File: config.mk
export PLATFORM = sky130hd
export DESIGN_NAME = steering_speed_ramp_drive
export DESIGN_NICKNAME = d
export VERILOG_FILES = /design/src/hdl/sdr_pkg.sv /design/src/hdl/sdr_cfg.sv /design/src/hdl/sdr_front.sv /design/src/hdl/sdr_fifo.sv /design/src/hdl/sdr_back.sv /design/src/hdl/steering_speed_ramp_drive.sv
export VERILOG_INCLUDE_DIRS = /design/src /design/src/hdl
export SDC_FILE = /design/constraint.sdc
export NUM_CORES = 2
export LEC_CHECK = 0
export BUFFER_PORTS_ARGS = -buffer_cell sky130_fd_sc_hd__buf_2
export CORE_MARGIN = 8
export CORE_UTILIZATION = 40
export CTS_BUF_LIST = sky130_fd_sc_hd__clkbuf_16
export DETAILED_ROUTE_END_ITERATION = 8
export HOLD_SLACK_MARGIN = 0.1
export PLACE_DENSITY_LB_ADDON = 0.1
export SLEW_MARGIN = 40
export SYNTH_ARGS = -nofsm -noshare
export SYNTH_HDL_FRONTEND = slang
export SYNTH_SLANG_ARGS = --single-unit
File: constraint.sdc
create_clock -name clk -period 31 [get_ports clk]
set_clock_uncertainty 0.1 [all_clocks]
set_input_delay 6.2 -clock clk [delete_from_list [all_inputs] [get_ports clk]]
set_output_delay 6.2 -clock clk [all_outputs]
set_load 0.01 [all_outputs]
File: src/hdl/assert_macros.svh
// Assertion helpers; every use expects clk and rst_n in scope.
`ifndef ASSERT_MACROS_SVH
`define ASSERT_MACROS_SVH

`ifndef ASSERT_OFF
`define ASSERT_NEVER(lbl, expr) \
    lbl: assert property (@(posedge clk) disable iff (!rst_n) !(expr)) \
        else $error("assertion failed");
`define ASSERT_IMPL(lbl, ante, cons) \
    lbl: assert property (@(posedge clk) disable iff (!rst_n) (ante) |-> (cons)) \
        else $error("assertion failed");
`else
`define ASSERT_NEVER(lbl, expr)
`define ASSERT_IMPL(lbl, ante, cons)
`endif

`endif

File: src/hdl/sdr_pkg.sv
`timescale 1ns / 1ps
`default_nettype none

package sdr_pkg;

    localparam int QUEUE_DEPTH = 2;

    localparam int CFG_IDX_W  = 3;
    localparam int CFG_DATA_W = 8;

    localparam logic [CFG_IDX_W-1:0] REG_SHARP_BOOST = 3'd0;
    localparam logic [CFG_IDX_W-1:0] REG_HARD_BOOST  = 3'd1;
    localparam logic [CFG_IDX_W-1:0] REG_MID_BOOST   = 3'd2;
    localparam logic [CFG_IDX_W-1:0] REG_LIGHT_BOOST = 3'd3;
    localparam logic [CFG_IDX_W-1:0] REG_MIN_RUN     = 3'd4;
    localparam logic [CFG_IDX_W-1:0] REG_SPEED_STEP  = 3'd5;
    localparam logic [CFG_IDX_W-1:0] REG_SERVO_STEP  = 3'd6;

    localparam logic [7:0] RST_SHARP_BOOST = 8'd160;
    localparam logic [7:0] RST_HARD_BOOST  = 8'd150;
    localparam logic [7:0] RST_MID_BOOST   = 8'd145;
    localparam logic [7:0] RST_LIGHT_BOOST = 8'd135;
    localparam logic [7:0] RST_MIN_RUN     = 8'd100;
    localparam logic [6:0] RST_SPEED_STEP  = 7'd18;
    localparam logic [5:0] RST_SERVO_STEP  = 6'd8;

    localparam logic [7:0] SERVO_MIN    = 8'd40;
    localparam logic [7:0] SERVO_MAX    = 8'd140;
    localparam logic [7:0] SERVO_CENTER = 8'd90;

    localparam logic [7:0] DEV_SHARP = 8'd35;
    localparam logic [7:0] DEV_HARD  = 8'd25;
    localparam logic [7:0] DEV_TURN  = 8'd15;
    localparam logic [7:0] DEV_LIGHT = 8'd10;

    // Ratio numerator over a denominator of 60000
    localparam int NW = 20;
    localparam logic signed [NW-1:0] RATIO_DEN  = 20'sd60000;
    localparam logic signed [NW-1:0] GAIN_FULL  = 20'sd1000;
    localparam logic signed [NW-1:0] GAIN_DAMP  = 20'sd700;
    localparam logic signed [NW-1:0] GAIN_ROLL  = 20'sd18;
    localparam logic signed [NW-1:0] GAIN_DOWN  = 20'sd30;
    localparam logic signed [NW-1:0] GAIN_UP    = 20'sd18;
    localparam logic signed [NW-1:0] PITCH_DEAD = 20'sd100;
    localparam logic signed [14:0]   LAT_LIMIT  = 15'sd500;

    // q = (mag*16384 + 30000) / 60000 = (mag*512 + 937) / 1875
    localparam logic [24:0] DIV_BIAS    = 25'd937;
    localparam logic [24:0] DIV_CONST   = 25'd1875;
    localparam logic [14:0] RECIP_M     = 15'd17895;
    localparam int          RECIP_SHIFT = 25;
    localparam logic [14:0] RATIO_ONE   = 15'd16384;

    localparam logic signed [9:0] SPEED_LIM = 10'sd255;

    typedef struct packed {
        logic [7:0] sharp_boost;
        logic [7:0] hard_boost;
        logic [7:0] mid_boost;
        logic [7:0] light_boost;
        logic [7:0] min_run;
        logic [6:0] speed_step;
        logic [5:0] servo_step;
    } sdr_cfg_t;

    typedef struct packed {
        logic [7:0]        servo_angle;
        logic signed [8:0] boosted_target;
        logic              ratio_neg;
        logic [15:0]       ratio_mag;
    } sdr_item_t;

    typedef struct packed {
        logic full;
        logic empty;
    } sdr_q_stat_t;

endpackage

`default_nettype wire

File: src/hdl/sdr_cfg.sv
`timescale 1ns / 1ps
`default_nettype none

module sdr_cfg
    import sdr_pkg::*;
(
    input  wire logic                  clk,
    input  wire logic                  rst_n,
    input  wire logic                  cfg_we,
    input  wire logic [CFG_IDX_W-1:0]  cfg_index,
    input  wire logic [CFG_DATA_W-1:0] cfg_data,
    output sdr_cfg_t                   cfg
);

    sdr_cfg_t cfg_reg;

    always_ff @(posedge clk or negedge rst_n)
    begin
        if (!rst_n)
        begin
            cfg_reg.sharp_boost <= RST_SHARP_BOOST;
            cfg_reg.hard_boost  <= RST_HARD_BOOST;
            cfg_reg.mid_boost   <= RST_MID_BOOST;
            cfg_reg.light_boost <= RST_LIGHT_BOOST;
            cfg_reg.min_run     <= RST_MIN_RUN;
            cfg_reg.speed_step  <= RST_SPEED_STEP;
            cfg_reg.servo_step  <= RST_SERVO_STEP;
        end
        else if (cfg_we)
        begin
            case (cfg_index)
                REG_SHARP_BOOST: cfg_reg.sharp_boost <= cfg_data;
                REG_HARD_BOOST:  cfg_reg.hard_boost  <= cfg_data;
                REG_MID_BOOST:   cfg_reg.mid_boost   <= cfg_data;
                REG_LIGHT_BOOST: cfg_reg.light_boost <= cfg_data;
                REG_MIN_RUN:     cfg_reg.min_run     <= cfg_data;
                REG_SPEED_STEP:  cfg_reg.speed_step  <= cfg_data[6:0];
                REG_SERVO_STEP:  cfg_reg.servo_step  <= cfg_data[5:0];
                default:         cfg_reg <= cfg_reg;
            endcase
        end
    end

    assign cfg = cfg_reg;

endmodule

`default_nettype wire

File: src/hdl/sdr_front.sv
`timescale 1ns / 1ps
`default_nettype none

module sdr_front
    import sdr_pkg::*;
(
    input  wire logic               clk,
    input  wire logic               rst_n,
    input  sdr_cfg_t                cfg,
    input  wire logic               in_valid,
    output logic                    in_stall,
    input  wire logic signed [8:0]  target_speed,
    input  wire logic [7:0]         target_angle,
    input  wire logic signed [11:0] roll_tenths,
    input  wire logic signed [11:0] pitch_tenths,
    input  wire logic signed [14:0] lateral_accel,
    input  sdr_q_stat_t             q_stat,
    output logic                    push,
    output sdr_item_t               push_item
);

    logic [7:0]         servo_reg;
    logic [7:0]         servo_next;
    logic               hold_vld_reg;
    logic               hold_vld_next;
    logic [7:0]         h_servo_reg;
    logic signed [8:0]  h_tgt_reg;
    logic signed [11:0] h_roll_reg;
    logic signed [11:0] h_pitch_reg;
    logic signed [14:0] h_lat_reg;

    logic               accept;
    logic signed [9:0]  srv_cur;
    logic signed [9:0]  srv_step;
    logic signed [9:0]  srv_wide;
    logic [7:0]         dev;
    logic               floor_en;
    logic [7:0]         floor_v;
    logic signed [9:0]  tgt0;
    logic signed [9:0]  tgt1;
    logic signed [9:0]  tgt2;
    logic signed [9:0]  floor_s;
    logic signed [9:0]  mr_s;

    logic signed [8:0]    dev_s;
    logic signed [NW-1:0] dev_x;
    logic signed [NW-1:0] roll_x;
    logic signed [NW-1:0] pitch_x;
    logic signed [NW-1:0] term_d;
    logic signed [NW-1:0] term_p;
    logic signed [NW-1:0] n_sum;
    logic signed [NW-1:0] n_clamp;
    logic signed [NW-1:0] n_abs;
    logic                 lat_big;

    assign push     = hold_vld_reg && !q_stat.full;
    assign in_stall = hold_vld_reg && q_stat.full;
    assign accept   = in_valid && !in_stall;

    // servo slew and clamp
    always_comb
    begin
        srv_cur  = signed'({2'b00, servo_reg});
        srv_step = signed'({4'b0000, cfg.servo_step});
        if (servo_reg < target_angle)
            srv_wide = srv_cur + srv_step;
        else if (servo_reg > target_angle)
            srv_wide = srv_cur - srv_step;
        else
            srv_wide = srv_cur;

        if (srv_wide < signed'({2'b00, SERVO_MIN}))
            servo_next = SERVO_MIN;
        else if (srv_wide > signed'({2'b00, SERVO_MAX}))
            servo_next = SERVO_MAX;
        else
            servo_next = srv_wide[7:0];
    end

    // boost floor by deviation, then minimum run
    always_comb
    begin
        dev = (servo_next >= SERVO_CENTER) ? servo_next - SERVO_CENTER
                                           : SERVO_CENTER - servo_next;
        floor_en = 1'b1;
        if (dev > DEV_SHARP)
            floor_v = cfg.sharp_boost;
        else if (dev > DEV_HARD)
            floor_v = cfg.hard_boost;
        else if (dev > DEV_TURN)
            floor_v = cfg.mid_boost;
        else if (dev > DEV_LIGHT)
            floor_v = cfg.light_boost;
        else
        begin
            floor_v  = 8'd0;
            floor_en = 1'b0;
        end

        tgt0    = {target_speed[8], target_speed};
        floor_s = signed'({2'b00, floor_v});
        mr_s    = signed'({2'b00, cfg.min_run});

        if (floor_en && tgt0 > 10'sd0 && tgt0 < floor_s)
            tgt1 = floor_s;
        else
            tgt1 = tgt0;

        if (tgt1 > 10'sd0 && tgt1 < mr_s)
            tgt2 = mr_s;
        else if (tgt1 < 10'sd0 && tgt1 > -mr_s)
            tgt2 = -mr_s;
        else
            tgt2 = tgt1;
    end

    // steering ratio numerator from the held item
    always_comb
    begin
        dev_s   = signed'({1'b0, h_servo_reg}) - signed'({1'b0, SERVO_CENTER});
        dev_x   = {{(NW-9){dev_s[8]}}, dev_s};
        roll_x  = {{(NW-12){h_roll_reg[11]}}, h_roll_reg};
        pitch_x = {{(NW-12){h_pitch_reg[11]}}, h_pitch_reg};
        lat_big = (h_lat_reg > LAT_LIMIT) || (h_lat_reg < -LAT_LIMIT);

        term_d = dev_x * (lat_big ? GAIN_DAMP : GAIN_FULL);

        if (pitch_x < -PITCH_DEAD)
            term_p = (-pitch_x - PITCH_DEAD) * GAIN_DOWN;
        else if (pitch_x > PITCH_DEAD)
            term_p = -((pitch_x - PITCH_DEAD) * GAIN_UP);
        else
            term_p = '0;

        n_sum = term_d + roll_x * GAIN_ROLL + term_p;

        if (n_sum > RATIO_DEN)
            n_clamp = RATIO_DEN;
        else if (n_sum < -RATIO_DEN)
            n_clamp = -RATIO_DEN;
        else
            n_clamp = n_sum;

        n_abs = n_clamp[NW-1] ? -n_clamp : n_clamp;

        push_item.servo_angle    = h_servo_reg;
        push_item.boosted_target = h_tgt_reg;
        push_item.ratio_neg      = n_clamp[NW-1];
        push_item.ratio_mag      = n_abs[15:0];
    end

    always_comb
    begin
        if (accept)
            hold_vld_next = 1'b1;
        else if (push)
            hold_vld_next = 1'b0;
        else
            hold_vld_next = hold_vld_reg;
    end

    always_ff @(posedge clk or negedge rst_n)
    begin
        if (!rst_n)
        begin
            servo_reg    <= SERVO_CENTER;
            hold_vld_reg <= 1'b0;
        end
        else
        begin
            hold_vld_reg <= hold_vld_next;
            if (accept)
                servo_reg <= servo_next;
        end
    end

    always_ff @(posedge clk)
    begin
        if (accept)
        begin
            h_servo_reg <= servo_next;
            h_tgt_reg   <= tgt2[8:0];
            h_roll_reg  <= roll_tenths;
            h_pitch_reg <= pitch_tenths;
            h_lat_reg   <= lateral_accel;
        end
    end

endmodule

`default_nettype wire

File: src/hdl/sdr_fifo.sv
`timescale 1ns / 1ps
`default_nettype none

module sdr_fifo
    import sdr_pkg::*;
#(
    parameter int DEPTH = QUEUE_DEPTH
)
(
    input  wire logic  clk,
    input  wire logic  rst_n,
    input  wire logic  push,
    input  sdr_item_t  push_item,
    input  wire logic  pop,
    output sdr_item_t  pop_item,
    output sdr_q_stat_t q_stat
);

    localparam int AW = (DEPTH > 1) ? $clog2(DEPTH) : 1;
    localparam int CW = $clog2(DEPTH + 1);

    sdr_item_t       mem_reg [DEPTH];
    logic [AW-1:0]   wr_ptr_reg;
    logic [AW-1:0]   rd_ptr_reg;
    logic [CW-1:0]   count_reg;
    logic [CW-1:0]   count_next;

    function automatic logic [AW-1:0] ptr_inc(input logic [AW-1:0] p);
        return (p == AW'(DEPTH - 1)) ? '0 : p + 1'b1;
    endfunction

    assign pop_item     = mem_reg[rd_ptr_reg];
    assign q_stat.full  = (count_reg == CW'(DEPTH));
    assign q_stat.empty = (count_reg == '0);

    always_comb
    begin
        count_next = count_reg;
        if (push && !pop)
            count_next = count_reg + 1'b1;
        else if (pop && !push)
            count_next = count_reg - 1'b1;
    end

    always_ff @(posedge clk or negedge rst_n)
    begin
        if (!rst_n)
        begin
            wr_ptr_reg <= '0;
            rd_ptr_reg <= '0;
            count_reg  <= '0;
        end
        else
        begin
            count_reg <= count_next;
            if (push)
                wr_ptr_reg <= ptr_inc(wr_ptr_reg);
            if (pop)
                rd_ptr_reg <= ptr_inc(rd_ptr_reg);
        end
    end

    always_ff @(posedge clk)
    begin
        if (push)
            mem_reg[wr_ptr_reg] <= push_item;
    end

endmodule

`default_nettype wire

File: src/hdl/sdr_back.sv
`timescale 1ns / 1ps
`default_nettype none

module sdr_back
    import sdr_pkg::*;
(
    input  wire logic        clk,
    input  wire logic        rst_n,
    input  wire logic [6:0]  speed_step,
    input  sdr_q_stat_t      q_stat,
    output logic             pop,
    input  sdr_item_t        pop_item,
    output logic             out_valid,
    input  wire logic        out_stall,
    output logic [7:0]       servo_angle,
    output logic signed [8:0] boosted_target,
    output logic signed [8:0] left_speed,
    output logic signed [8:0] right_speed,
    output logic [7:0]       fwd_duty,
    output logic [7:0]       rev_duty
);

    typedef enum logic [1:0] {
        B_IDLE,
        B_CORR,
        B_RED,
        B_OUT
    } b_state_t;

    b_state_t          state_reg;
    logic signed [9:0] speed_reg;
    sdr_item_t         it_reg;
    logic [24:0]       y_reg;
    logic [39:0]       prod_reg;
    logic [14:0]       qe_reg;
    logic [11:0]       rem_reg;
    logic [8:0]        red_reg;
    logic              qpos_reg;
    logic              out_valid_reg;

    logic [7:0]        servo_out_reg;
    logic signed [8:0] tgt_out_reg;
    logic signed [8:0] left_out_reg;
    logic signed [8:0] right_out_reg;
    logic [7:0]        fwd_out_reg;
    logic [7:0]        rev_out_reg;

    logic               load_out;
    logic [24:0]        y_in;
    logic signed [10:0] spd11;
    logic signed [10:0] tgt11;
    logic signed [10:0] ramp11;
    logic [14:0]        qe;
    logic [24:0]        qmul;
    logic [24:0]        rem_full;
    logic [14:0]        qmag;
    logic [14:0]        frac;
    logic [8:0]         abs_s;
    logic [23:0]        red_prod;

    logic signed [9:0]  red_s;
    logic               left_red;
    logic signed [9:0]  l10;
    logic signed [9:0]  r10;
    logic signed [8:0]  l9;
    logic signed [8:0]  r9;
    logic signed [8:0]  mx;
    logic signed [8:0]  mn;
    logic [8:0]         amx;
    logic [8:0]         amn;
    logic [7:0]         fwd_v;
    logic [7:0]         rev_v;

    assign pop      = (state_reg == B_IDLE) && !q_stat.empty;
    assign load_out = (state_reg == B_OUT) && (!out_valid_reg || !out_stall);

    // speed ramp and the first reciprocal product, taken at pop
    always_comb
    begin
        y_in  = {pop_item.ratio_mag, 9'd0} + DIV_BIAS;
        spd11 = {speed_reg[9], speed_reg};
        tgt11 = {{2{pop_item.boosted_target[8]}}, pop_item.boosted_target};
        if (spd11 < tgt11)
            ramp11 = spd11 + signed'({4'b0000, speed_step});
        else if (spd11 > tgt11)
            ramp11 = spd11 - signed'({4'b0000, speed_step});
        else
            ramp11 = spd11;
    end

    // quotient estimate is low by at most one; the remainder fixes it
    always_comb
    begin
        qe       = prod_reg[RECIP_SHIFT +: 15];
        qmul     = {10'd0, qe} * DIV_CONST;
        rem_full = y_reg - qmul;
        qmag     = qe_reg + {14'd0, ({13'd0, rem_reg} >= DIV_CONST)};
        frac     = RATIO_ONE - qmag;
        abs_s    = speed_reg[9] ? 9'(-speed_reg) : speed_reg[8:0];
        red_prod = {15'd0, abs_s} * {9'd0, frac};
    end

    // wheel split, clamp and duties
    always_comb
    begin
        red_s    = speed_reg[9] ? -signed'({1'b0, red_reg}) : signed'({1'b0, red_reg});
        left_red = (speed_reg > 10'sd0) == qpos_reg;
        l10      = left_red ? red_s : speed_reg;
        r10      = left_red ? speed_reg : red_s;

        if (speed_reg == 10'sd0)
        begin
            l9 = '0;
            r9 = '0;
        end
        else
        begin
            l9 = (l10 > SPEED_LIM) ? 9'sd255 : ((l10 < -SPEED_LIM) ? -9'sd255 : l10[8:0]);
            r9 = (r10 > SPEED_LIM) ? 9'sd255 : ((r10 < -SPEED_LIM) ? -9'sd255 : r10[8:0]);
        end

        mx  = (l9 > r9) ? l9 : r9;
        mn  = (l9 < r9) ? l9 : r9;
        amx = mx[8] ? 9'(-mx) : mx;
        amn = mn[8] ? 9'(-mn) : mn;

        fwd_v = 8'd0;
        rev_v = 8'd0;
        if (mx > 9'sd0 && mn >= 9'sd0)
            fwd_v = mx[7:0];
        else if (mn < 9'sd0 && mx <= 9'sd0)
            rev_v = amn[7:0];
        else if (amx > amn)
            fwd_v = amx[7:0];
        else
            rev_v = amn[7:0];
    end

    always_ff @(posedge clk or negedge rst_n)
    begin
        if (!rst_n)
        begin
            state_reg     <= B_IDLE;
            speed_reg     <= '0;
            out_valid_reg <= 1'b0;
        end
        else
        begin
            if (load_out)
                out_valid_reg <= 1'b1;
            else if (!out_stall)
                out_valid_reg <= 1'b0;

            case (state_reg)
                B_IDLE:
                begin
                    if (pop)
                    begin
                        speed_reg <= ramp11[9:0];
                        state_reg <= B_CORR;
                    end
                end
                B_CORR:  state_reg <= B_RED;
                B_RED:   state_reg <= B_OUT;
                B_OUT:
                begin
                    if (load_out)
                        state_reg <= B_IDLE;
                end
                default: state_reg <= B_IDLE;
            endcase
        end
    end

    always_ff @(posedge clk)
    begin
        if (pop)
        begin
            it_reg   <= pop_item;
            y_reg    <= y_in;
            prod_reg <= {15'd0, y_in} * {25'd0, RECIP_M};
        end
        if (state_reg == B_CORR)
        begin
            qe_reg  <= qe;
            rem_reg <= rem_full[11:0];
        end
        if (state_reg == B_RED)
        begin
            red_reg  <= red_prod[22:14];
            qpos_reg <= !it_reg.ratio_neg && (qmag != 15'd0);
        end
        if (load_out)
        begin
            servo_out_reg <= it_reg.servo_angle;
            tgt_out_reg   <= it_reg.boosted_target;
            left_out_reg  <= l9;
            right_out_reg <= r9;
            fwd_out_reg   <= fwd_v;
            rev_out_reg   <= rev_v;
        end
    end

    assign out_valid      = out_valid_reg;
    assign servo_angle    = servo_out_reg;
    assign boosted_target = tgt_out_reg;
    assign left_speed     = left_out_reg;
    assign right_speed    = right_out_reg;
    assign fwd_duty       = fwd_out_reg;
    assign rev_duty       = rev_out_reg;

endmodule

`default_nettype wire

File: src/hdl/steering_speed_ramp_drive.sv
// An accepted transaction passes the front-end hold register, the queue, the four-step
// back-end sequencer (pop and ramp, quotient correction, wheel reduction, output load)
// and the output registers; the back end pops the next transaction only after output load.
// Front end takes a new transaction each cycle while the queue has room.
// Reset: asynchronous active low; servo angle 90, current speed 0, registers to defaults.
`timescale 1ns / 1ps
`default_nettype none
`include "assert_macros.svh"

module steering_speed_ramp_drive
    import sdr_pkg::*;
#(
    parameter int QDEPTH = QUEUE_DEPTH
)
(
    input  wire logic                  clk,
    input  wire logic                  rst_n,
    input  wire logic                  cfg_we,
    input  wire logic [CFG_IDX_W-1:0]  cfg_index,
    input  wire logic [CFG_DATA_W-1:0] cfg_data,
    input  wire logic                  in_valid,
    output logic                       in_stall,
    input  wire logic signed [8:0]     target_speed,
    input  wire logic [7:0]            target_angle,
    input  wire logic signed [11:0]    roll_tenths,
    input  wire logic signed [11:0]    pitch_tenths,
    input  wire logic signed [14:0]    lateral_accel,
    output logic                       out_valid,
    input  wire logic                  out_stall,
    output logic [7:0]                 servo_angle,
    output logic signed [8:0]          boosted_target,
    output logic signed [8:0]          left_speed,
    output logic signed [8:0]          right_speed,
    output logic [7:0]                 fwd_duty,
    output logic [7:0]                 rev_duty
);

    sdr_cfg_t    cfg;
    sdr_q_stat_t q_stat;
    sdr_item_t   push_item;
    sdr_item_t   pop_item;
    logic        push;
    logic        pop;

    sdr_cfg u_cfg (
        .clk       (clk),
        .rst_n     (rst_n),
        .cfg_we    (cfg_we),
        .cfg_index (cfg_index),
        .cfg_data  (cfg_data),
        .cfg       (cfg)
    );

    sdr_front u_front (
        .clk           (clk),
        .rst_n         (rst_n),
        .cfg           (cfg),
        .in_valid      (in_valid),
        .in_stall      (in_stall),
        .target_speed  (target_speed),
        .target_angle  (target_angle),
        .roll_tenths   (roll_tenths),
        .pitch_tenths  (pitch_tenths),
        .lateral_accel (lateral_accel),
        .q_stat        (q_stat),
        .push          (push),
        .push_item     (push_item)
    );

    sdr_fifo #(
        .DEPTH (QDEPTH)
    ) u_fifo (
        .clk       (clk),
        .rst_n     (rst_n),
        .push      (push),
        .push_item (push_item),
        .pop       (pop),
        .pop_item  (pop_item),
        .q_stat    (q_stat)
    );

    sdr_back u_back (
        .clk            (clk),
        .rst_n          (rst_n),
        .speed_step     (cfg.speed_step),
        .q_stat         (q_stat),
        .pop            (pop),
        .pop_item       (pop_item),
        .out_valid      (out_valid),
        .out_stall      (out_stall),
        .servo_angle    (servo_angle),
        .boosted_target (boosted_target),
        .left_speed     (left_speed),
        .right_speed    (right_speed),
        .fwd_duty       (fwd_duty),
        .rev_duty       (rev_duty)
    );

    `ASSERT_NEVER(a_q_no_overflow, push && q_stat.full)
    `ASSERT_IMPL(a_pop_nonempty, pop, !q_stat.empty)
    `ASSERT_IMPL(a_servo_range, out_valid, (servo_angle >= SERVO_MIN) && (servo_angle <= SERVO_MAX))
    `ASSERT_NEVER(a_duty_exclusive, out_valid && (fwd_duty != 8'd0) && (rev_duty != 8'd0))

endmodule

`default_nettype wire
# Word-level counts from Yosys, hierarchy flattened
# Memories as Yosys holds them, arrays and structs flattened.
# Cells that the tools add are included.
# W data, S select, Z words.
[totals]
register_bits = 293
latch_bits = 0
ram_bits = 68
rom_bits = 0
inputBits = 72
elab_cells = 218
n_memories = 1
[op_classes]
add_sub_neg = 27
n_mul = 7
div_mod_pow = 0
n_lt_le_gt_ge = 36
n_eq_ne = 14
shift = 0
n_mux = 56
n_bitwise = 0
n_reduce_logical = 41
[memory_table]
columns = ["memory", "depth", "width", "rd", "rd_clocked_by_memory_dff", "write_ports", "line_no", "text"]
rows = [
  ["u_fifo.mem_reg", 2, 34, 1, 0, 1, "sdr_fifo.sv:22", "sdr_item_t mem_reg [DEPTH];"],
]
[op_table]
columns = ["operator", "count"]
rows = [
  ["$mux W9", 13],
  ["$mux W8", 13],
  ["$mux W10", 8],
  ["$mux W20", 4],
  ["$add A20 B20 Y20", 2],
  ["$mul A20 B5 Y19 const B", 2],
  ["$mul A25 B15 Y40 const B", 1],
  ["$gt A10 B9 Y1 const B", 3],
  ["$neg A9 Y9", 3],
  ["$add A25 B10 Y25 const B", 1],
  ["$mul A9 B15 Y23", 1],
  ["$gt A10 B1 Y1 const B", 2],
  ["$gt A20 B17 Y1 const B", 1],
  ["$lt A10 B9 Y1", 2],
  ["$lt A10 B9 Y1 const B", 2],
  ["$lt A20 B17 Y1 const B", 1],
  ["$mul A9 B11 Y20", 1],
  ["$neg A12 Y20", 1],
  ["$neg A20 Y20", 1],
  ["$sub A20 B8 Y20 const B", 1],
  ["$gt A9 B1 Y1 const B", 2],
  ["$gt A9 B9 Y1", 2],
  ["$lt A9 B9 Y1", 2],
  ["$mul A12 B5 Y17 const B", 1],
  ["other kinds (58)", 111],
]

# Longest topological paths before layout
[logic_depth]
ltp_word = 20
depth_mapped = 51
mapped_depth_nobuf = 49

# Modules after synthesis
# From an unflattened synthesis, not the netlist that was laid out.
[unflattened]
hier_cells = 3492
area_unflattened_um2 = 35231.3
[by_module_without_submodules]
columns = ["mod", "instances", "cells_per_inst", "area_per_inst_um2", "seq_area_each_um2"]
rows = [
  ["sdr_back", 1, 1814, 17705.7, 4048.9],
  ["sdr_front", 1, 1436, 12672.2, 1911.8],
  ["sdr_fifo", 1, 122, 2791.4, 2142.1],
  ["sdr_cfg", 1, 120, 2062.0, 1350.0],
]

# Least setup slack after synthesis
# No wires, ideal clock.
[synth_timing]
kind = "input to register"
from = "input port target_angle[5]"
to = "register u_front.h_tgt_reg[4] (data pin)"
arrival_time_ns = 14.786
required_ns = 30.632
slack_ns = 15.846
path_stages = 49
path_cell_list = "inv_1 -> ha_1 -> and4_1 -> buf_6 -> a221o_1 -> nor2_1 -> o21ai_1 -> or3_4 -> o211a_2 -> o311ai_1 -> nand2_1 -> nand3_1 -> inv_1 -> ha_1 -> a2111oi_2 -> a211oi_1 -> o211ai_2 -> nand2_2 -> [13 not listed] -> a21oi_1 -> ha_1 -> nor2b_1 -> o21ai_0 -> nand2b_1 -> a21oi_1 -> nor2b_1 -> o21ai_0 -> nand2b_1 -> a21oi_1 -> nor2b_1 -> o21ai_0 -> a31oi_1 -> nand3_1 -> clkbuf_1 -> nor2_1 -> a21oi_1 -> mux2i_1"
[synth_via]
elab_chain_cells = 20
elab_cells_between_ends = 36
[synth_lines]
columns = ["element", "line_no", "text"]
rows = [
  ["from (decl)", "steering_speed_ramp_drive.sv:24", "input wire logic [7:0] target_angle,"],
  ["$gt A8 B8 Y1", "sdr_front.sv:67", "else if (servo_reg > target_angle)"],
  ["$mux W10", "sdr_front.sv:67", ""],
  ["$mux W10 (*)", "sdr_front.sv:65", "if (servo_reg < target_angle)"],
  ["$gt A10 B9 Y1", "sdr_front.sv:74", "else if (srv_wide > signed'({2'b00, SERVO_MAX}))"],
  ["$mux W8", "sdr_front.sv:74", ""],
  ["$mux W8 (*)", "sdr_front.sv:72", "if (srv_wide < signed'({2'b00, SERVO_MIN}))"],
  ["named net u_front.servo_next[1]", "sdr_front.sv:23", "logic [7:0] servo_next;"],
  ["$sub A7 B8 Y8 (tied with other cells)", "sdr_front.sv:84", ": SERVO_CENTER - servo_next;"],
  ["[6 not listed]", "-", ""],
  ["$lt A9 B9 Y1 / $logic_and A1 B1 Y1 (equally long branches)", "sdr_front.sv:104", "if (floor_en && tgt0 > 10'sd0 && tgt0 < floor_s)"],
  ["$logic_and A1 B1 Y1", "sdr_front.sv:104", ""],
  ["$mux W10 (*)", "sdr_front.sv:104", ""],
  ["$lt A10 B1 Y1 / $gt A10 B10 Y1 (equally long branches)", "sdr_front.sv:111", "else if (tgt1 < 10'sd0 && tgt1 > -mr_s)"],
  ["$logic_and A1 B1 Y1", "sdr_front.sv:111", ""],
  ["$mux W9", "sdr_front.sv:111", ""],
  ["$mux W8 (*)", "sdr_front.sv:109", "if (tgt1 > 10'sd0 && tgt1 < mr_s)"],
  ["named net u_front.tgt2[4]", "sdr_front.sv:41", "logic signed [9:0] tgt2;"],
  ["to (signal assigned)", "sdr_front.sv:182", "h_tgt_reg <= tgt2[8:0];"],
  ["to (decl)", "sdr_front.sv:27", "logic signed [8:0] h_tgt_reg;"],
]
# The timed path passes the listed nets; every way through them passes the cells marked *.
# A chain may end at the register's enable or synchronous reset.

# Worst setup path in the final report
[layout_timing]
from = "input port target_angle[5]"
to = "register u_front.h_tgt_reg[5] (data pin)"
# Same word-level chain as after synthesis.

==> flow_summary.yaml <==
sta:
  finalSetupTns_ns: 0
  period_needed_ns: 16.63
  setup_violations: 0
  finalCritPeriodShare_pct: 53.6
  rsz0062_at_grt: "false"
  final_hold_viol_count: 0
  fmaxAchievable_ghz: 0.0601
  slew_violations: 0
  relSlewSlack_pct: 42.4
  worstMarginPinSlew_ns: 0.861
yosys:
  synth_edf_count: 245
  yosysUniqueCellTypes: 101
  ys_ff_latch: 324
  yosys_warnings: 0
  postSynthCellCount: 3353
  synth-seq-area-share_pct: 27.6
  synth_area_um2: 33900
  synthesis.nets: 4155
  syn_area_per_cell_um2: 10.1
  synthArstFlopShare_pct: 24.4
  synth_ff_type: "edfxtp_1"
critical_path:
  cp-start-kind: "primary input"
  critical_path.startpoint: "target_angle[5]"
  r2r_cells: 46
  max_stage_delay_ns: 0.78
  cp_common_cell: "a21oi_1"
  r2r_slack_ns: 19.37
  reg2reg_from: "u_front.h_pitch_reg[0]$_DFFE_PP_"
  end_kind: "flop"
  required_ns: 31.22
  cp.arrival_ns: 16.85
  path_class: "in2reg"
  rr_endpoint: "u_fifo.mem_reg[0][13]$_DFFE_PP_"
  critPathCapture: "u_front.h_tgt_reg[5]$_DFFE_PP_"
  cp_slowest_cell: "or4_1"
  crit_path_max_fanout: 16
drt:
  vias: 23700
  post_drt_wl_per_cell_um: 17.9
  drc: 0
  drt_iter0_markers: 1022
  vias_per_cell: 5.11
  wl_um: 82900
  first_pass_iters: 5
  ant_nets: 0
run:
  maxCapViolCount: 0
clocking:
  post_cts_buffers: 0
  cts_tree: "built"
  cts.sinks: 324
  cts_hold_buf: 0
  cts_made_buffers: 41
  clock_latency_ns: 0.57
  path_clk_slew_ns: 0.06
  cts-root-buf: "clkbuf_16"
  cts.path.max_buffers: 3
  cts_htree_levels: 2
  post_cts_resized: 0
floorplan:
  ios: 125
  dieArea_um2: 94200
  rows: 106
  core_um2: 83700
  die_y_um: 307
  die_w_um: 307
  start_util_pct: 40.5
layout:
  fillerInstances: 7992
  area_growth_pct: 10.1
  layout-drive-gt1-share_pct: 10.9
  mostFrequentLayoutCell: "inv_1"
  fin_area_um2: 37300
  stdcell_count: 4642
  nets: 4277
  largest_register_ffs: 66
  final_cell_mix: "585 x inv_1, 443 x ha_1, 287 x fa_1"
place:
  place_inst: 4566
  place_congestion: 0.858
  placed_area_um2: 35900
  numPortBuffers: 124
  dp_hpwl_um: 67100
grt:
  antenna_found_initial: 2
  grt_max_degree: 62
  grt_pass1_vias: 24900
  grt.overflow.total: 0
  grt.total_usage_pct: 17.6
  grt_pass1_wl_um: 134000
run_status:
  status: "finished, final reports clean"
min_path:
  hold_class: "reg2reg"
==> critical path: cells and delay by family <==
kind                       cells  cell delay (ns)
and+or+nand+nor               13             3.19
buffers and inverters          5             0.49
muxes                          4             1.13
adders and majority gates      4             1.19
AOI/OAI and AO/OA             20             4.61
==> cell type report <==
cell class | instances | area, µm² | share of cell area [%]
inverter | 583 | 2190 | 5.88
clock buffer | 41 | 1030 | 2.75
tap | 1134 | 1420 | 3.81
multi-input combinational | 2377 | 22200 | 59.4
sequential | 324 | 9370 | 25.1
antenna | 1 | 2.50 | 0.00671
clock inverter | 34 | 295 | 0.792
timing repair buffer | 148 | 831 | 2.23
==> worst min path at each step <==
stage	start	end	slack (ns)	depth (start not counted)
floorplan	u_back.it_reg[17]$_DFFE_PP_	u_back.boosted_target[0]$_DFFE_PP_	0.30	0
global placement	u_back.it_reg[32]$_DFFE_PP_	u_back.servo_angle[6]$_DFFE_PP_	0.30	0
detailed placement	u_back.it_reg[28]$_DFFE_PP_	u_back.servo_angle[2]$_DFFE_PP_	0.31	0
CTS	u_back.it_reg[28]$_DFFE_PP_	u_back.servo_angle[2]$_DFFE_PP_	0.32	0
global route	u_back.it_reg[31]$_DFFE_PP_	u_back.servo_angle[5]$_DFFE_PP_	0.33	0
finish	u_back.it_reg[21]$_DFFE_PP_	u_back.boosted_target[4]$_DFFE_PP_	0.32	0
==> metal layers <==
layer	global-route usage, %	vias up	part of all wire [%]
met2	31.7	324	50
met4	4.67	0	2.7
met1	22.2	11700	44
li1	-	11600	-
met5	0	-	0
met3	1.99	105	2.7
==> synth_stat cells (all sizes together) (54+ instances only) <==
| cell | instances | area share [%] |
|---|---|---|
| nor2 | 174 | 1.9 |
| edfxtp | 245 | 22 |
| fa | 287 | 17 |
| o21ai | 113 | 1.7 |
| inv | 583 | 6.5 |
| ha | 443 | 16 |
| xnor2 | 139 | 3.6 |
| xor2 | 85 | 2.2 |
| nand2 | 222 | 2.5 |
| a21o | 60 | 1.4 |
| a21oi | 153 | 2.3 |
| mux2 | 77 | 2.6 |
| nor3 | 54 | 0.80 |
| dfrtp | 56 | 4.1 |
==> kinds of logic after synthesis <==
family	count (synthesis)	synth area share, %
adder cells (fa/ha/maj)	731	33.4
flip-flops	324	27.6
multiplexers	124	3.99
AO/OA/AOI/OAI	563	11.3
AND/OR/NAND/NOR	735	10.5
XOR/XNOR	224	5.79
buffers and inverters	652	7.34
==> through the flow <==
step / hold slack, ns / util (%) / worst slack (ns)
after floorplan: 0.300 / - / 15.85
after global placement: 0.304 / 42.8 / 13.76
after detailed placement: 0.305 / 42.9 / 13.70
after CTS: 0.319 / 44.5 / 14.28
after global routing: 0.330 / 44.6 / 13.75
final: 0.317 / 44.6 / 14.37
Power is left out: the tool's default activity adds up to more than one toggle a clock period on the data nets, which glitch-free logic cannot reach.
